===== config.mk =====
export PLATFORM = sky130hd
export DESIGN_NAME = move_toward_target_step_core_flat
export DESIGN_NICKNAME = d
export VERILOG_FILES = /design/src/hw/rtl/mtt_pkg.sv /design/src/hw/rtl/mtt_if.sv /design/src/hw/rtl/mtt_datapath.sv /design/src/hw/rtl/mtt_ctrl.sv /design/src/hw/rtl/move_toward_target_step_core.sv /design/src/flat_wrapper.sv
export SDC_FILE = /design/constraint.sdc
export NUM_CORES = 2
export LEC_CHECK = 0
export BUFFER_PORTS_ARGS = -buffer_cell sky130_fd_sc_hd__buf_4
export CELL_PAD_IN_SITES_DETAIL_PLACEMENT = 0
export CELL_PAD_IN_SITES_GLOBAL_PLACEMENT = 1
export CORE_MARGIN = 5
export CORE_UTILIZATION = 37
export CTS_BUF_LIST = sky130_fd_sc_hd__clkbuf_4
export DETAILED_ROUTE_END_ITERATION = 8
export PLACE_DENSITY = 0.63
export SLEW_MARGIN = 0
export SYNTH_ARGS = -nofsm -noshare
export SYNTH_HDL_FRONTEND = slang
export SYNTH_SLANG_ARGS = --single-unit

===== constraint.sdc =====
create_clock -name clk -period 10.8 [get_ports clk]
set_clock_uncertainty 0.15 [all_clocks]
set_input_delay 0.54 -clock clk [delete_from_list [all_inputs] [get_ports clk]]
set_output_delay 0.54 -clock clk [all_outputs]
set_load 0.005 [all_outputs]

===== src/hw/rtl/mtt_pkg.sv =====
// Shared types and constants for the move-toward-target block.
`default_nettype none
package mtt_pkg;
	localparam int CoordW = 24;
	localparam int SpeedW = 16;
	localparam int MultW = 4;
	localparam int IdxW = 3;
	localparam int CfgDataW = 24;
	// Squares of 25-bit differences, summed.
	localparam int SumW = 50;
	localparam int RootW = 25;
	// Product of a 25-bit magnitude and a 16-bit speed.
	localparam int ProdW = 41;
	localparam int ThrW = 21;

	localparam logic [IdxW-1:0] REG_TARGET_X = 3'd0;
	localparam logic [IdxW-1:0] REG_TARGET_Y = 3'd1;
	localparam logic [IdxW-1:0] REG_STEP_SPEED = 3'd2;
	localparam logic [IdxW-1:0] REG_TOLERANCE = 3'd3;
	localparam logic [IdxW-1:0] REG_MARGIN_MULT = 3'd4;

	typedef struct packed {
		logic load;     // capture a new tick and compute differences
		logic sq_x;     // square dx into the sum
		logic sq_y;     // square dy into the sum
		logic root_init;
		logic root_step;
		logic div_init_x;
		logic div_init_y;
		logic div_step;
		logic fin_x;
		logic fin_y;
		logic snap;
		logic out_load;
	} mtt_cmd_t;

	typedef struct packed {
		logic root_done;
		logic div_done;
		logic do_move;
	} mtt_stat_t;
endpackage
`default_nettype wire


===== src/hw/rtl/mtt_if.sv =====
// Valid/ready channel interfaces for ticks, results and configuration writes.
`default_nettype none
interface mtt_in_if;
	logic valid;
	logic ready;
	logic signed [23:0] cur_x;
	logic signed [23:0] cur_y;
	logic rotation_settled;
	logic scale_settled;
	modport source (output valid, cur_x, cur_y, rotation_settled, scale_settled, input ready);
	modport sink (input valid, cur_x, cur_y, rotation_settled, scale_settled, output ready);
endinterface

interface mtt_out_if;
	logic valid;
	logic ready;
	logic signed [23:0] new_x;
	logic signed [23:0] new_y;
	logic arrived;
	logic all_settled;
	modport source (output valid, new_x, new_y, arrived, all_settled, input ready);
	modport sink (input valid, new_x, new_y, arrived, all_settled, output ready);
endinterface

interface mtt_cfg_if;
	logic valid;
	logic ready;
	logic [2:0] index;
	logic [23:0] data;
	modport source (output valid, index, data, input ready);
	modport sink (input valid, index, data, output ready);
endinterface
`default_nettype wire


===== src/hw/rtl/mtt_datapath.sv =====
// Datapath: differences, squares, bit-serial root, restoring divide, saturation.
`default_nettype none
module mtt_datapath (
	input  wire logic clk,
	input  wire mtt_pkg::mtt_cmd_t cmd,
	output mtt_pkg::mtt_stat_t stat,
	input  wire logic signed [23:0] cur_x,
	input  wire logic signed [23:0] cur_y,
	input  wire logic signed [23:0] target_x,
	input  wire logic signed [23:0] target_y,
	input  wire logic [15:0] step_speed,
	input  wire logic [15:0] tolerance,
	input  wire logic [3:0] margin_mult,
	output logic signed [23:0] res_x,
	output logic signed [23:0] res_y
);
	import mtt_pkg::*;

	logic signed [CoordW-1:0] cx_q, cy_q;
	logic signed [CoordW:0] dx_q, dy_q;
	logic [SumW-1:0] sum_q;
	logic [SumW-1:0] rem_q;
	logic [RootW-1:0] root_q;
	logic [4:0] rcnt_q;
	logic [ThrW-1:0] thr_q;
	logic [ProdW-1:0] num_q;
	logic [ProdW-1:0] quo_q;
	logic [RootW:0] drem_q;
	logic [5:0] dcnt_q;
	logic signed [CoordW-1:0] nx_q, ny_q;

	logic [CoordW:0] mag_sel;
	logic [SumW-1:0] sq;
	logic [RootW+1:0] trial;
	logic [RootW-1:0] spd_eff;
	logic [RootW:0] dshift;
	logic signed [CoordW+1:0] moved;
	logic signed [CoordW:0] dsel;
	logic signed [CoordW-1:0] csel;
	logic signed [CoordW-1:0] sat;
	localparam logic signed [CoordW+1:0] CMax = (26'sd1 <<< (CoordW-1)) - 26'sd1;
	localparam logic signed [CoordW+1:0] CMin = -(26'sd1 <<< (CoordW-1));

	always_comb begin
		if (cmd.sq_y)
			mag_sel = dy_q[CoordW] ? 25'(-dy_q) : 25'(dy_q);
		else
			mag_sel = dx_q[CoordW] ? 25'(-dx_q) : 25'(dx_q);
		sq = SumW'(mag_sel) * SumW'(mag_sel);
		// Two remainder bits per step against the trial value 4*root+1.
		trial = {root_q, 2'b01};
		spd_eff = (RootW'(step_speed) <= root_q) ? RootW'(step_speed) : root_q;
		dshift = {drem_q[RootW-1:0], num_q[ProdW-1]};
		dsel = cmd.fin_y ? dy_q : dx_q;
		csel = cmd.fin_y ? cy_q : cx_q;
		moved = dsel[CoordW] ? 26'(csel) - 26'({1'b0, quo_q[CoordW-1:0]})
			: 26'(csel) + 26'({1'b0, quo_q[CoordW-1:0]});
		if (|quo_q[ProdW-1:CoordW])
			moved = dsel[CoordW] ? CMin - 26'sd1 : CMax + 26'sd1;
		if (moved > CMax)
			sat = CoordW'(CMax);
		else if (moved < CMin)
			sat = CoordW'(CMin);
		else
			sat = CoordW'(moved);
	end

	always_ff @(posedge clk) begin
		if (cmd.load) begin
			cx_q <= cur_x;
			cy_q <= cur_y;
			dx_q <= 25'(target_x) - 25'(cur_x);
			dy_q <= 25'(target_y) - 25'(cur_y);
			thr_q <= ThrW'((17'(tolerance) + 17'(step_speed)) * 21'(margin_mult));
			sum_q <= '0;
		end
		if (cmd.sq_x || cmd.sq_y)
			sum_q <= sum_q + sq;
		if (cmd.root_init) begin
			rem_q <= '0;
			root_q <= '0;
			rcnt_q <= 5'd25;
		end
		if (cmd.root_step) begin
			// Bring down the next two bits of the radicand.
			if ({rem_q[SumW-3:0], sum_q[2*rcnt_q-1 -: 2]} >= SumW'(trial)) begin
				rem_q <= {rem_q[SumW-3:0], sum_q[2*rcnt_q-1 -: 2]} - SumW'(trial);
				root_q <= {root_q[RootW-2:0], 1'b1};
			end else begin
				rem_q <= {rem_q[SumW-3:0], sum_q[2*rcnt_q-1 -: 2]};
				root_q <= {root_q[RootW-2:0], 1'b0};
			end
			rcnt_q <= rcnt_q - 5'd1;
		end
		if (cmd.div_init_x || cmd.div_init_y) begin
			num_q <= ProdW'(cmd.div_init_y ? (dy_q[CoordW] ? 25'(-dy_q) : 25'(dy_q))
				: (dx_q[CoordW] ? 25'(-dx_q) : 25'(dx_q))) * ProdW'(spd_eff);
			drem_q <= '0;
			quo_q <= '0;
			dcnt_q <= 6'(ProdW);
		end
		if (cmd.div_step) begin
			num_q <= {num_q[ProdW-2:0], 1'b0};
			if (dshift >= {1'b0, root_q}) begin
				drem_q <= dshift - {1'b0, root_q};
				quo_q <= {quo_q[ProdW-2:0], 1'b1};
			end else begin
				drem_q <= dshift;
				quo_q <= {quo_q[ProdW-2:0], 1'b0};
			end
			dcnt_q <= dcnt_q - 6'd1;
		end
		if (cmd.fin_x)
			nx_q <= sat;
		if (cmd.fin_y)
			ny_q <= sat;
		if (cmd.snap) begin
			nx_q <= target_x;
			ny_q <= target_y;
		end
	end

	assign stat.root_done = (rcnt_q == 5'd0);
	assign stat.div_done = (dcnt_q == 6'd1);
	assign stat.do_move = (root_q != '0) && (root_q >= RootW'(thr_q));
	assign res_x = nx_q;
	assign res_y = ny_q;
endmodule
`default_nettype wire


===== src/hw/rtl/mtt_ctrl.sv =====
// Controller state machine sequencing one tick through the datapath.
`default_nettype none
module mtt_ctrl (
	input  wire logic clk,
	input  wire logic arst_n,
	input  wire logic in_fire,
	input  wire logic done_flag,
	input  wire mtt_pkg::mtt_stat_t stat,
	output mtt_pkg::mtt_cmd_t cmd,
	output logic busy,
	output logic arrive
);
	import mtt_pkg::*;

	typedef enum logic [11:0] {
		S_IDLE = 12'b000000000001,
		S_SQX  = 12'b000000000010,
		S_SQY  = 12'b000000000100,
		S_RINI = 12'b000000001000,
		S_ROOT = 12'b000000010000,
		S_DIVX = 12'b000000100000,
		S_RUNX = 12'b000001000000,
		S_DIVY = 12'b000010000000,
		S_RUNY = 12'b000100000000,
		S_SNAP = 12'b001000000000,
		S_OUT  = 12'b010000000000,
		S_FINY = 12'b100000000000
	} state_t;

	state_t state_q, state_d;
	logic arrive_q;

	always_comb begin
		state_d = state_q;
		cmd = '0;
		case (state_q)
			S_IDLE: begin
				if (in_fire && !done_flag) begin
					cmd.load = 1'b1;
					state_d = S_SQX;
				end
			end
			S_SQX: begin cmd.sq_x = 1'b1; state_d = S_SQY; end
			S_SQY: begin cmd.sq_y = 1'b1; state_d = S_RINI; end
			S_RINI: begin cmd.root_init = 1'b1; state_d = S_ROOT; end
			S_ROOT: begin
				if (stat.root_done)
					state_d = stat.do_move ? S_DIVX : S_SNAP;
				else
					cmd.root_step = 1'b1;
			end
			S_DIVX: begin cmd.div_init_x = 1'b1; state_d = S_RUNX; end
			S_RUNX: begin
				cmd.div_step = 1'b1;
				if (stat.div_done) state_d = S_DIVY;
			end
			S_DIVY: begin cmd.fin_x = 1'b1; cmd.div_init_y = 1'b1; state_d = S_RUNY; end
			S_RUNY: begin
				cmd.div_step = 1'b1;
				if (stat.div_done) state_d = S_FINY;
			end
			// The y quotient is complete only after the last divide step.
			S_FINY: begin cmd.fin_y = 1'b1; state_d = S_OUT; end
			S_SNAP: begin cmd.snap = 1'b1; state_d = S_OUT; end
			S_OUT: begin
				cmd.out_load = 1'b1;
				state_d = S_IDLE;
			end
			default: state_d = S_IDLE;
		endcase
	end

	always_ff @(posedge clk or negedge arst_n) begin
		if (!arst_n) begin
			state_q <= S_IDLE;
			arrive_q <= 1'b0;
		end else begin
			state_q <= state_d;
			if (cmd.load) arrive_q <= 1'b0;
			if (cmd.snap) arrive_q <= 1'b1;
		end
	end

	assign busy = (state_q != S_IDLE);
	assign arrive = arrive_q;
endmodule
`default_nettype wire


===== src/hw/rtl/move_toward_target_step_core.sv =====
// Top level of the constant-speed move-toward-target block.
// Channels: "tick" takes the current position and the settled flags of the
// other tweens; "result" gives the new position with arrived and all_settled;
// "cfg" writes target_x, target_y, step_speed, tolerance, margin_mult by index.
// A tick runs through squaring, a 25-step bit-serial square root and, for a
// move, two 41-step restoring divides, one per axis on the shared divider.
// One tick is in flight at a time; the next is taken only after the last
// result has been transferred out of the output register.
// After the tick that snaps onto the target, later ticks are taken and
// dropped with no result until a write to one of the five registers clears the arrival.
// Reset restores the register defaults and clears the arrival flag.
// When the receiver stalls, the result is held in the output register and
// no tick is taken until that result is transferred.
`default_nettype none
module move_toward_target_step_core (
	input wire logic clk,
	input wire logic arst_n,
	mtt_in_if.sink tick,
	mtt_out_if.source result,
	mtt_cfg_if.sink cfg
);
	import mtt_pkg::*;

	logic signed [CoordW-1:0] target_x_q, target_y_q;
	logic [SpeedW-1:0] step_speed_q, tolerance_q;
	logic [MultW-1:0] margin_mult_q;
	logic done_q;
	logic out_valid_q;
	logic signed [CoordW-1:0] out_x_q, out_y_q;
	logic out_arr_q, out_set_q, rot_q, scl_q;
	mtt_cmd_t cmd;
	mtt_stat_t stat;
	logic busy, arrive;
	logic signed [CoordW-1:0] res_x, res_y;
	logic in_fire, cfg_fire;

	assign tick.ready = !busy && !out_valid_q;
	assign cfg.ready = 1'b1;
	assign in_fire = tick.valid && tick.ready;
	assign cfg_fire = cfg.valid && cfg.ready;

	mtt_ctrl u_ctrl (
		.clk(clk), .arst_n(arst_n), .in_fire(in_fire), .done_flag(done_q),
		.stat(stat), .cmd(cmd), .busy(busy), .arrive(arrive)
	);

	mtt_datapath u_dp (
		.clk(clk), .cmd(cmd), .stat(stat), .cur_x(tick.cur_x), .cur_y(tick.cur_y),
		.target_x(target_x_q), .target_y(target_y_q), .step_speed(step_speed_q),
		.tolerance(tolerance_q), .margin_mult(margin_mult_q),
		.res_x(res_x), .res_y(res_y)
	);

	always_ff @(posedge clk or negedge arst_n) begin
		if (!arst_n) begin
			target_x_q <= '0;
			target_y_q <= '0;
			step_speed_q <= 16'd256;
			tolerance_q <= '0;
			margin_mult_q <= 4'd1;
			done_q <= 1'b0;
			out_valid_q <= 1'b0;
		end else begin
			if (cfg_fire) begin
				case (cfg.index)
					REG_TARGET_X: begin target_x_q <= cfg.data; done_q <= 1'b0; end
					REG_TARGET_Y: begin target_y_q <= cfg.data; done_q <= 1'b0; end
					REG_STEP_SPEED: begin step_speed_q <= cfg.data[15:0]; done_q <= 1'b0; end
					REG_TOLERANCE: begin tolerance_q <= cfg.data[15:0]; done_q <= 1'b0; end
					REG_MARGIN_MULT: begin margin_mult_q <= cfg.data[3:0]; done_q <= 1'b0; end
					default: ;
				endcase
			end
			if (cmd.snap) done_q <= 1'b1;
			if (cmd.out_load) out_valid_q <= 1'b1;
			else if (result.ready) out_valid_q <= 1'b0;
		end
	end

	always_ff @(posedge clk) begin
		if (cmd.load) begin
			rot_q <= tick.rotation_settled;
			scl_q <= tick.scale_settled;
		end
		if (cmd.out_load) begin
			out_x_q <= res_x;
			out_y_q <= res_y;
			out_arr_q <= arrive;
			out_set_q <= arrive && rot_q && scl_q;
		end
	end

	assign result.valid = out_valid_q;
	assign result.new_x = out_x_q;
	assign result.new_y = out_y_q;
	assign result.arrived = out_arr_q;
	assign result.all_settled = out_set_q;

	a_no_take_busy: assert property (@(posedge clk) disable iff (!arst_n)
		busy |-> !tick.ready) else $error("tick taken while busy");
	a_snap_sets_done: assert property (@(posedge clk) disable iff (!arst_n)
		cmd.snap |=> done_q) else $error("arrival flag not set");
	a_settled_arrived: assert property (@(posedge clk) disable iff (!arst_n)
		result.valid && result.all_settled |-> result.arrived)
		else $error("settled without arrival");
endmodule
`default_nettype wire


===== src/flat_wrapper.sv =====
// flat-port wrapper written by rule: the top's interface ports become plain ports
module move_toward_target_step_core_flat import mtt_pkg::*;
  (clk, arst_n, tick_valid, tick_cur_x, tick_cur_y, tick_rotation_settled, tick_scale_settled, tick_ready, result_valid, result_new_x, result_new_y, result_arrived, result_all_settled, result_ready, cfg_valid, cfg_index, cfg_data, cfg_ready);
  mtt_in_if tick_i ();
  mtt_out_if result_i ();
  mtt_cfg_if cfg_i ();
  input wire logic clk;
  input wire logic arst_n;
  input wire logic [$bits(tick_i.valid)-1:0] tick_valid;
  input wire logic [$bits(tick_i.cur_x)-1:0] tick_cur_x;
  input wire logic [$bits(tick_i.cur_y)-1:0] tick_cur_y;
  input wire logic [$bits(tick_i.rotation_settled)-1:0] tick_rotation_settled;
  input wire logic [$bits(tick_i.scale_settled)-1:0] tick_scale_settled;
  output wire logic [$bits(tick_i.ready)-1:0] tick_ready;
  output wire logic [$bits(result_i.valid)-1:0] result_valid;
  output wire logic [$bits(result_i.new_x)-1:0] result_new_x;
  output wire logic [$bits(result_i.new_y)-1:0] result_new_y;
  output wire logic [$bits(result_i.arrived)-1:0] result_arrived;
  output wire logic [$bits(result_i.all_settled)-1:0] result_all_settled;
  input wire logic [$bits(result_i.ready)-1:0] result_ready;
  input wire logic [$bits(cfg_i.valid)-1:0] cfg_valid;
  input wire logic [$bits(cfg_i.index)-1:0] cfg_index;
  input wire logic [$bits(cfg_i.data)-1:0] cfg_data;
  output wire logic [$bits(cfg_i.ready)-1:0] cfg_ready;
  assign tick_i.valid = tick_valid;
  assign tick_i.cur_x = tick_cur_x;
  assign tick_i.cur_y = tick_cur_y;
  assign tick_i.rotation_settled = tick_rotation_settled;
  assign tick_i.scale_settled = tick_scale_settled;
  assign tick_ready = tick_i.ready;
  assign result_valid = result_i.valid;
  assign result_new_x = result_i.new_x;
  assign result_new_y = result_i.new_y;
  assign result_arrived = result_i.arrived;
  assign result_all_settled = result_i.all_settled;
  assign result_i.ready = result_ready;
  assign cfg_i.valid = cfg_valid;
  assign cfg_i.index = cfg_index;
  assign cfg_i.data = cfg_data;
  assign cfg_ready = cfg_i.ready;
  move_toward_target_step_core u_core (.clk(clk), .arst_n(arst_n), .tick(tick_i), .result(result_i), .cfg(cfg_i));
endmodule

==> key figures <==
Status
  – Status: finished clean

Setup path
  – Max incr delay on CP: 580 ps
  – CP Data Arrival Time: 11130 ps
  – Worst Setup End Kind: flop
  – Data required time at the worst endpoint: 11640 ps
  – Critical Path Most Common Cell: sky130_fd_sc_hd__fa_1
  – Worst Reg-to-Reg Cells: 32
  – Biggest fanout along the worst timing path: 10
  – Classification of the worst setup path: reg2reg
  – Slowest-stage cell, CP: sky130_fd_sc_hd__or4_1
  – Startpoint types: flop

Yosys
  – Cell types occupying the most area after synthesis: sky130_fd_sc_hd__fa_1 (32%), sky130_fd_sc_hd__edfxtp_1 (20%), sky130_fd_sc_hd__ha_1 (8.9%)
  – Number of synthesized flops with an enable pin: 459
  – Syn Std Cell Area: 69900 um2
  – Area share of the largest cell type after synthesis: 31.65%
  – Fraction of the mapped netlist area in adder cells: 40.53%
  – Synthesized-area fraction occupied by and/or/nand/nor cells: 12.35%
  – Primary FF master, synth: sky130_fd_sc_hd__edfxtp_1
  – Area leader, netlist: sky130_fd_sc_hd__fa_1
  – Xor and xnor fraction of the mapped netlist area: 3.909%
  – Asr flop ratio synth: 17.71%
  – Sequential cell area fraction in the yosys report: 23.30%
  – Number of distinct standard cells referenced by the synthesized netlist: 92
  – Number of warning messages in the yosys log: 0
  – Main combinational cell family by area after synthesis: adder cells
  – Yosys reg bits: 559
  – Gate count after technology mapping: 7031
  – Average size of a mapped cell: 9.941 um2
  – Post-synthesis mux area share: 3.328%
  – Synth Area in Compound Gates: 7.925%

Timing
  – Final WS setup: 503.4 ps
  – Hold Vio Cnt, Final: 0
  – Transition time at the pin with the least slew margin: 1106 ps
  – Fmax achieved: 97.12 MHz
  – Final setup viols: 0
  – Setup repair after global routing missed its margin: false
  – Slew Limit Fails: 0
  – Post-route clock period utilization: 95.34%
  – Max-slew headroom at the worst pin: 25.99%
  – Aggregate negative setup slack: 0 ps
  – Post-layout minimum cycle time: 10300 ps

Global routing
  – Maximum number of pins on one net before global-route repair: 71
  – Number of antenna violations at the first check in global routing: 5
  – Total congestion overflow: 0
  – First-pass GRT wire length: 329500 um
  – GR Util All Layers: 21.71%
  – Via count of the first global-routing pass: 54750

Die
  – Core Box Area: 187800 um2
  – Die width: 444.6 um
  – Number of core rows: 159
  – Starting density of the core: 37.22%
  – I/O pin count: 135
  – Die outline area: 197700 um2
  – Die extent in y: 444.6 um

Placed design
  – Placer Congestion: 0.9091
  – Detailed-placement wirelength estimate: 171300 um
  – Minimum setup slack after placement: 58.39 ps
  – Number of buffers added on ports: 133

Hold path
  – Class of the most critical hold timing path: in2reg
  – Cells on Worst Hold Path: 5

Drt
  – Wire length after detailed routing: 212700 um
  – Number of design rule violations left after detail routing: 0
  – Final antenna-violating net count: 0
  – Number of vias in the routed layout: 51330
  – DRC violation total after the first TritonRoute iteration: 3341
  – Routed wirelength normalized by instance count: 20.58 um
  – Number of iterations in the first detailed-routing pass: 6
  – Vias per std cell: 4.968

Job
  – Max-cap violations: 0

Finish
  – Share of the core filled with cells in the final layout: 42.37%
  – Relative area change from synthesis to final layout: 13.84%
  – Post-layout net count: 9369
  – Layout fillers: 18580
  – Share of cells above drive strength 1: 10.47%

Clocking
  – Number of CTS-inserted buffers: 169
  – Number of sinks on the clock net: 559
  – Number of buffers on the longest clock path: 3
  – # H-tree levels: 4
  – Cell chosen for the clock root: sky130_fd_sc_hd__clkbuf_4
  – Clock latency on the worst-skew pair: 1260 ps
  – Clock Pin Slew Worst Setup and Hold Paths: 70 ps
  – Clock tree from TritonCTS: yes
## final cells by class
class / instances / area [um2] / area share, %
Multi-Input combinational cell: 5067 / 48570 / 61.05
Sequential cell: 559 / 16280 / 20.47
Inverter: 1403 / 5273 / 6.627
Timing Repair Buffer: 486 / 4099 / 5.152
Tap cell: 2495 / 3122 / 3.923
Clock buffer: 244 / 1832 / 2.302
Clock inverter: 61 / 345.3 / 0.4340
Antenna cell: 16 / 40.04 / 0.05032
## per-layer routing
metal	vias up	share of wire [%]	track usage, %
met1	26010	45	29.56
met5	-	0	0
met4	0	2.4	5.668
li1	23840	-	-
met3	239	5.3	3.663
met2	1239	48	36.11
## Yosys cell counts, types with 17 or more instances
library cell                  n
sky130_fd_sc_hd__o21a_1      57
sky130_fd_sc_hd__and3_1      32
sky130_fd_sc_hd__nand2b_1    84
sky130_fd_sc_hd__o21ai_0    173
sky130_fd_sc_hd__ha_1       496
sky130_fd_sc_hd__nor3_1      85
sky130_fd_sc_hd__o211ai_1    22
sky130_fd_sc_hd__o21bai_1    17
sky130_fd_sc_hd__a31oi_1     22
sky130_fd_sc_hd__buf_1       22
sky130_fd_sc_hd__edfxtp_1   459
sky130_fd_sc_hd__a21oi_1    260
sky130_fd_sc_hd__dfrtp_1     96
sky130_fd_sc_hd__clkbuf_1   164
sky130_fd_sc_hd__nand2_1    559
sky130_fd_sc_hd__xor2_1     143
sky130_fd_sc_hd__nand4_1     37
sky130_fd_sc_hd__or2_2       26
sky130_fd_sc_hd__mux2_2     133
sky130_fd_sc_hd__fa_1      1105
sky130_fd_sc_hd__inv_1     1395
sky130_fd_sc_hd__nand3_1     97
sky130_fd_sc_hd__a21o_1      93
sky130_fd_sc_hd__nor4_1      22
sky130_fd_sc_hd__o31ai_1     36
sky130_fd_sc_hd__mux2i_1     46
sky130_fd_sc_hd__nor2_1     728
sky130_fd_sc_hd__a211oi_1    29
sky130_fd_sc_hd__and2_1      74
sky130_fd_sc_hd__nor2b_1     41
sky130_fd_sc_hd__or3_1       35
sky130_fd_sc_hd__xnor2_1    169
## critical path: cells and delay by family, from the launching register on
| family | cells | cell delay (ps) |
|---|---|---|
| and+or+nand+nor | 8 | 2670 |
| adders and majority gates | 8 | 3830 |
| AOI/OAI and AO/OA | 8 | 1980 |
| muxes | 1 | 320 |
| buffers and inverters | 6 | 520 |
| xor gates and xnor gates | 1 | 180 |
| DFF | 1 | 430 |
## per-stage QoR
step | area (um2) | hold slack, ps | instances
CTS | 79420 | 46.45 | 10310
floorplan | 70640 | 94.41 | 7228
global route | 79540 | 171.4 | 10320
global placement | 75570 | 251.9 | 9841
finish | 79570 | 187.8 | 10330
detailed placement | 75570 | 254.5 | 9841
## placed cells by master (no fill, tap or decap), types with 132 or more instances in the layout
cell type	n
sky130_fd_sc_hd__ha_1	496
sky130_fd_sc_hd__xor2_1	143
sky130_fd_sc_hd__nor2_1	726
sky130_fd_sc_hd__buf_4	318
sky130_fd_sc_hd__a21oi_1	258
sky130_fd_sc_hd__xnor2_1	169
sky130_fd_sc_hd__inv_1	1393
sky130_fd_sc_hd__fa_1	1105
sky130_fd_sc_hd__clkbuf_4	244
sky130_fd_sc_hd__edfxtp_1	459
sky130_fd_sc_hd__nand2_1	554
sky130_fd_sc_hd__conb_1	199
sky130_fd_sc_hd__mux2_2	132
sky130_fd_sc_hd__o21ai_0	170
sky130_fd_sc_hd__dlygate4sd3_1	165
## state kept, by name (all words and copies together) (netlist names), 25 cells and up
signal	count
u_core.u_dp.sum_q	50
u_core.u_dp.rem_q	48
u_core.u_dp.num_q	41
u_core.u_dp.quo_q	41
u_core.u_dp.drem_q	25
u_core.u_dp.dx_q	25
u_core.u_dp.dy_q	25
u_core.u_dp.root_q	25
## cell families (layout without fill, tap and decap cells)
| kind of cell | Yosys count | count (layout) |
|---|---|---|
| AO/OA/AOI/OAI | 856 | 856 |
| XOR/XNOR | 312 | 312 |
| adder cells (fa/ha/maj) | 1601 | 1601 |
| buffers and inverters | 1602 | 2194 |
| flip-flops | 559 | 559 |
| multiplexers | 195 | 195 |
| other | 2 | 215 |
| AND/OR/NAND/NOR | 1904 | 1904 |
## timing repair
action | 4_1_cts | 5_1_grt
setup endpoints to repair | 0 | 17
gates resized for setup | 0 | 19
buffers inserted | 0 | 3
hold buffers | 166 | 0
hold endpoints to repair | 290 | 0
## worst paths after layout
kind / from / slack (ps) / endpoint
max in group asynchronous: arst_n / 9270 / u_core.margin_mult_q[3]
min: cfg_index[0] / 190 / u_core.margin_mult_q[0]
max reg2reg: u_core.u_dp.dy_q[7] / 500 / u_core.u_dp.sum_q[48]
min reg2reg: u_core.u_dp.res_x[19] / 270 / u_core.result.new_x[19]
min in group asynchronous: arst_n / 300 / u_core.target_y_q[16]
max: u_core.u_dp.dy_q[7] / 500 / u_core.u_dp.sum_q[48]
Power is left out: the tool's default activity adds up to more than one toggle a clock period on the data nets, which glitch-free logic cannot reach.
